### src/rtl/core/sit2d_back.sv
// Back: two-entry result queue feeding the output channel.
module sit2d_back (
  input  logic       clk_i,
  input  logic       rst_ni,
  input  logic       q_valid_i,
  output logic       q_ready_o,
  input  logic [2:0] q_kind_i,
  input  logic       q_hit_i,
  output logic       out_valid_o,
  input  logic       out_ready_i,
  output logic [2:0] kind_o,
  output logic       hit_o
);
  logic [3:0] mem_q [2];
  logic       wp_q, rp_q;
  logic [1:0] cnt_q;
  logic push, pop;
  assign q_ready_o   = cnt_q != 2'd2;
  assign out_valid_o = cnt_q != 2'd0;
  assign push = q_valid_i && q_ready_o;
  assign pop  = out_valid_o && out_ready_i;
  assign {hit_o, kind_o} = mem_q[rp_q];
  always_ff @(posedge clk_i or negedge rst_ni) begin
    if (!rst_ni) begin
      wp_q <= 1'b0; rp_q <= 1'b0; cnt_q <= 2'd0;
    end else begin
      if (push) wp_q <= !wp_q;
      if (pop)  rp_q <= !rp_q;
      cnt_q <= cnt_q + {1'b0, push} - {1'b0, pop};
    end
  end
  always_ff @(posedge clk_i) begin
    if (push) mem_q[wp_q] <= {q_hit_i, q_kind_i};
  end
endmodule
### config.mk
export PLATFORM = sky130hd
export DESIGN_NAME = sit2d_back
export DESIGN_NICKNAME = d
export VERILOG_FILES = /design/src/rtl/core/sit2d_back.sv
export SDC_FILE = /design/constraint.sdc
export NUM_CORES = 1
export LEC_CHECK = 0
export ABC_CLOCK_PERIOD_IN_PS = 1700
export BUFFER_PORTS_ARGS = -buffer_cell sky130_fd_sc_hd__buf_2
export CAP_MARGIN = 0
export CORE_ASPECT_RATIO = 1.1
export CORE_MARGIN = 2
export CORE_UTILIZATION = 26
export CTS_CLUSTER_DIAMETER = 100
export DETAILED_ROUTE_END_ITERATION = 12
export GPL_TIMING_DRIVEN = 0
export PLACE_DENSITY = 0.46
export SLEW_MARGIN = 25
export SYNTH_ARGS = -nofsm -noshare
export SYNTH_HDL_FRONTEND = slang
export SYNTH_SLANG_ARGS = --single-unit
### constraint.sdc
create_clock -name clk_i -period 1.7 [get_ports clk_i]
set_input_delay 0.17 -clock clk_i [delete_from_list [all_inputs] [get_ports clk_i]]
set_output_delay 0.17 -clock clk_i [all_outputs]
set_load 0.01 [all_outputs]
==> insert_results.sql <==
INSERT INTO impl_metrics (metric_group, metric, value, unit) VALUES
('hold_path', 'hp_class', 'input port to flop', ''),
('global_routing', 'first_global_vias', '311', ''),
('logic_synthesis', 'mapped_area', '519.2', 'sq um'),
('cells_and_area', 'num-fill-cells', '187', ''),
('cells_and_area', 'finalCoreUtilization', '36.47', '%'),
('setup_path', 'crit_path_max_fanout', '5', ''),
('sta', 'finalCritPeriodShare', '83.07', '%'),
('cells_and_area', 'most_common_cell_after_layout_fill_and_taps_aside', 'sky130_fd_sc_hd__buf_2', ''),
('cells_and_area', 'syn2layout_area_growth', '27.95', '%'),
('clock_tree', 'clkLatencyLatePin', '0.27', 'ns'),
('detailed_routing', 'route.antenna.remaining_nets', '0', ''),
('logic_synthesis', 'post_synthesis_sequential_element_count', '12', ''),
('clock_tree', 'tritoncts', 'yes', ''),
('detailed_routing', 'detail_route.vias_per_cell', '4.152', ''),
('detailed_routing', 'detailedRoute.firstPassIterationCount', '3', ''),
('clock_tree', 'cts-buffers-inserted', '3', ''),
('sta', 'finClkSkew', '0.005965', 'ns'),
('outcome', 'outcome', 'completed', ''),
('floorplanning', 'pin_count', '14', ''),
('sta', 'setup_viol_count_final', '0', ''),
('logic_synthesis', 'seq_area_frac_synth', '65.54', '%'),
('setup_path', 'critPathCaptureType', 'primary output', ''),
('detailed_routing', 'met1Wirelength', '352', 'um'),
('detailed_routing', 'drt-total-wl', '837', 'um'),
('power_and_ir_drop', 'static-leakage-power', '0.2682', 'nW'),
('setup_path', 'worstPathArrival', '1.24', 'ns'),
('global_routing', 'grt_util_all_layers', '8.511', '%'),
('place', 'globalplace.congestion', '0.6608', ''),
('detailed_routing', 'top_signal_layer_used', 'met3', ''),
('global_routing', 'grt_overflow', '0', ''),
('sta', 'timing.final.hold_violations', '0', ''),
('setup_path', 'setup.worst_path.start', 'rp_q$_DFFE_PN0P_', ''),
('detailed_routing', 'routed_length_on_met3', '79', 'um'),
('global_routing', 'grt_max_degree', '8', ''),
('cells_and_area', 'nets', '62', ''),
('logic_synthesis', 'post_synth_num_cell_types', '16', ''),
('logic_synthesis', 'synthesis.area_per_instance', '15.27', 'sq um'),
('setup_path', 'critical_path.startpoint_type', 'flop', ''),
('detailed_routing', 'wire_per_inst', '10.59', 'um'),
('floorplanning', 'die-area', '2371', 'sq um'),
('detailed_routing', 'initialDrtViolationCount', '3', ''),
('setup_path', 'regToRegStartpoint', 'cnt_q[0]$_DFF_PN0_', ''),
('cells_and_area', 'number_of_standard_cells_in_the_final_layout_excluding_fillers', '79', ''),
('place', 'port-buffer-count', '13', ''),
('cells_and_area', 'antenna-diode-count', '0', ''),
('place', 'dpl.hpwl', '625.9', 'um'),
('job', 'drv.max_cap_violation_count', '0', ''),
('sta', 'hold-worst-slack', '0.08932', 'ns'),
('clock_tree', 'clock_path_buffers', '2', ''),
('floorplanning', 'die_height', '50.87', 'um'),
('clock_tree', 'ctsResizeCount', '0', ''),
('cells_and_area', 'layout-drive-gt1-share', '44.23', '%'),
('detailed_routing', 'routed-wl-met2', '404', 'um'),
('sta', 'min_period', '1.412', 'ns'),
('clock_tree', 'cts_max_level', '1', ''),
('logic_synthesis', 'number_of_warnings_reported_in_the_yosys_synthesis_log', '0', ''),
('sta', 'grt_setup_unrepaired', 'false', ''),
('power_and_ir_drop', 'power-per-cell-area', '1626', 'nW/um^2'),
('sta', 'relSlewSlack', '75.96', '%'),
('detailed_routing', 'route.vias.total', '328', ''),
('floorplanning', 'start_util', '28.50', '%'),
('global_routing', 'first_pass_grt_wire_length', '1373', 'um'),
('floorplanning', 'die_x', '46.61', 'um'),
('detailed_routing', 'drc', '0', ''),
('sta', 'tightest_slew', '0.3593', 'ns'),
('place', 'dp_cells', '74', ''),
('cells_and_area', 'finish.instance_area', '664.4', 'sq um'),
('clock_tree', 'clkSlewWorstSetupHoldPaths', '0.08', 'ns'),
('clock_tree', 'clock-sinks', '12', ''),
('global_routing', 'number_of_antenna_violations_at_the_first_check_in_global_routing', '0', ''),
('setup_path', 'worst-endpoint-required', '1.53', 'ns');
[critical path, stage by stage (launching register included)]
cell                      delay [ns]
sky130_fd_sc_hd__dfrtp_1        0.48
sky130_fd_sc_hd__mux2_2         0.36
sky130_fd_sc_hd__buf_2          0.14
[flip-flops by register name, summed over array words and instances, names as in the netlist]
register and count:
cnt_q 2, mem_q 8, rp_q 1, wp_q 1
[power by group]
| group | internal, mW | switching (mW) |
|---|---|---|
| logic | 0.202 | 0.159 |
| clock network | 0.130 | 0.0910 |
| registers | 0.416 | 0.0836 |
| total | 0.747 | 0.333 |
[worst paths after layout]
path                            cells past startpoint                     to  slack, ns
worst max-delay path                                2              kind_o[2]       0.29
worst min-delay path                                1  mem_q[0][2]$_DFFE_PP_       0.09
worst max register to register                      3  mem_q[0][0]$_DFFE_PP_       0.35
worst min register to register                      1       wp_q$_DFFE_PN0P_       0.49
max in group asynchronous                           2       rp_q$_DFFE_PN0P_       1.33
min in group asynchronous                           2     cnt_q[1]$_DFF_PN0_       0.24
[Yosys cell counts, drive strengths merged]
library cell / count / area, sq um
ha: 1 / 12.51
nor2b: 1 / 6.260
xnor2: 3 / 26.28
o21ba: 1 / 10.01
or2: 1 / 6.260
nor4bb: 1 / 16.27
o21ai: 1 / 5.000
edfxtp: 8 / 240.2
nand2b: 1 / 6.260
nand3: 1 / 5.000
dfrtp: 4 / 100.1
and3: 1 / 6.260
nand2: 2 / 7.510
mux2: 4 / 45.04
a311oi: 1 / 15.01
nor2: 3 / 11.26
[repair_timing]
action,4_1_cts,5_1_grt
hold buffers,1,0
setup buffers,0,0
endpoints found under the hold margin,4,0
[through the flow]
| stage | setup slack (ns) | total power [mW] |
|---|---|---|
| 2_1_floorplan | 0.4644 | 0.7497 |
| 3_3_place_gp | 0.3439 | 0.8728 |
| 3_5_place_dp | 0.3771 | 0.8727 |
| 4_1_cts | 0.2445 | 1.104 |
| 5_1_grt | 0.2155 | 1.170 |
| 6_report | 0.2879 | 1.081 |
[area by class of cell]
type	count	area, sq um	area share, %
clock buffers	4	36.28	5.461
repair buffers	14	75.07	11.30
flip-flops and latches	12	340.3	51.22
multi-input cells	22	178.9	26.93
well taps	27	33.78	5.085
[metal layers]
layer | global-route usage, % | vias up
met1 | 11.04 | 156
met3 | 6.714 | 0
li1 | - | 161
met4 | 0 | 0
met5 | 0 | -
met2 | 12.04 | 11
[kinds of logic after synthesis]
| logic type | Yosys count | synth area share (%) |
|---|---|---|
| compound gates | 3 | 5.781 |
| xor+xnor | 3 | 5.061 |
| fa+ha+maj | 1 | 2.409 |
| flops | 12 | 65.54 |
| mux | 4 | 8.674 |
| simple gates | 11 | 12.53 |
Note: power is estimated with default switching activity, not from simulation.
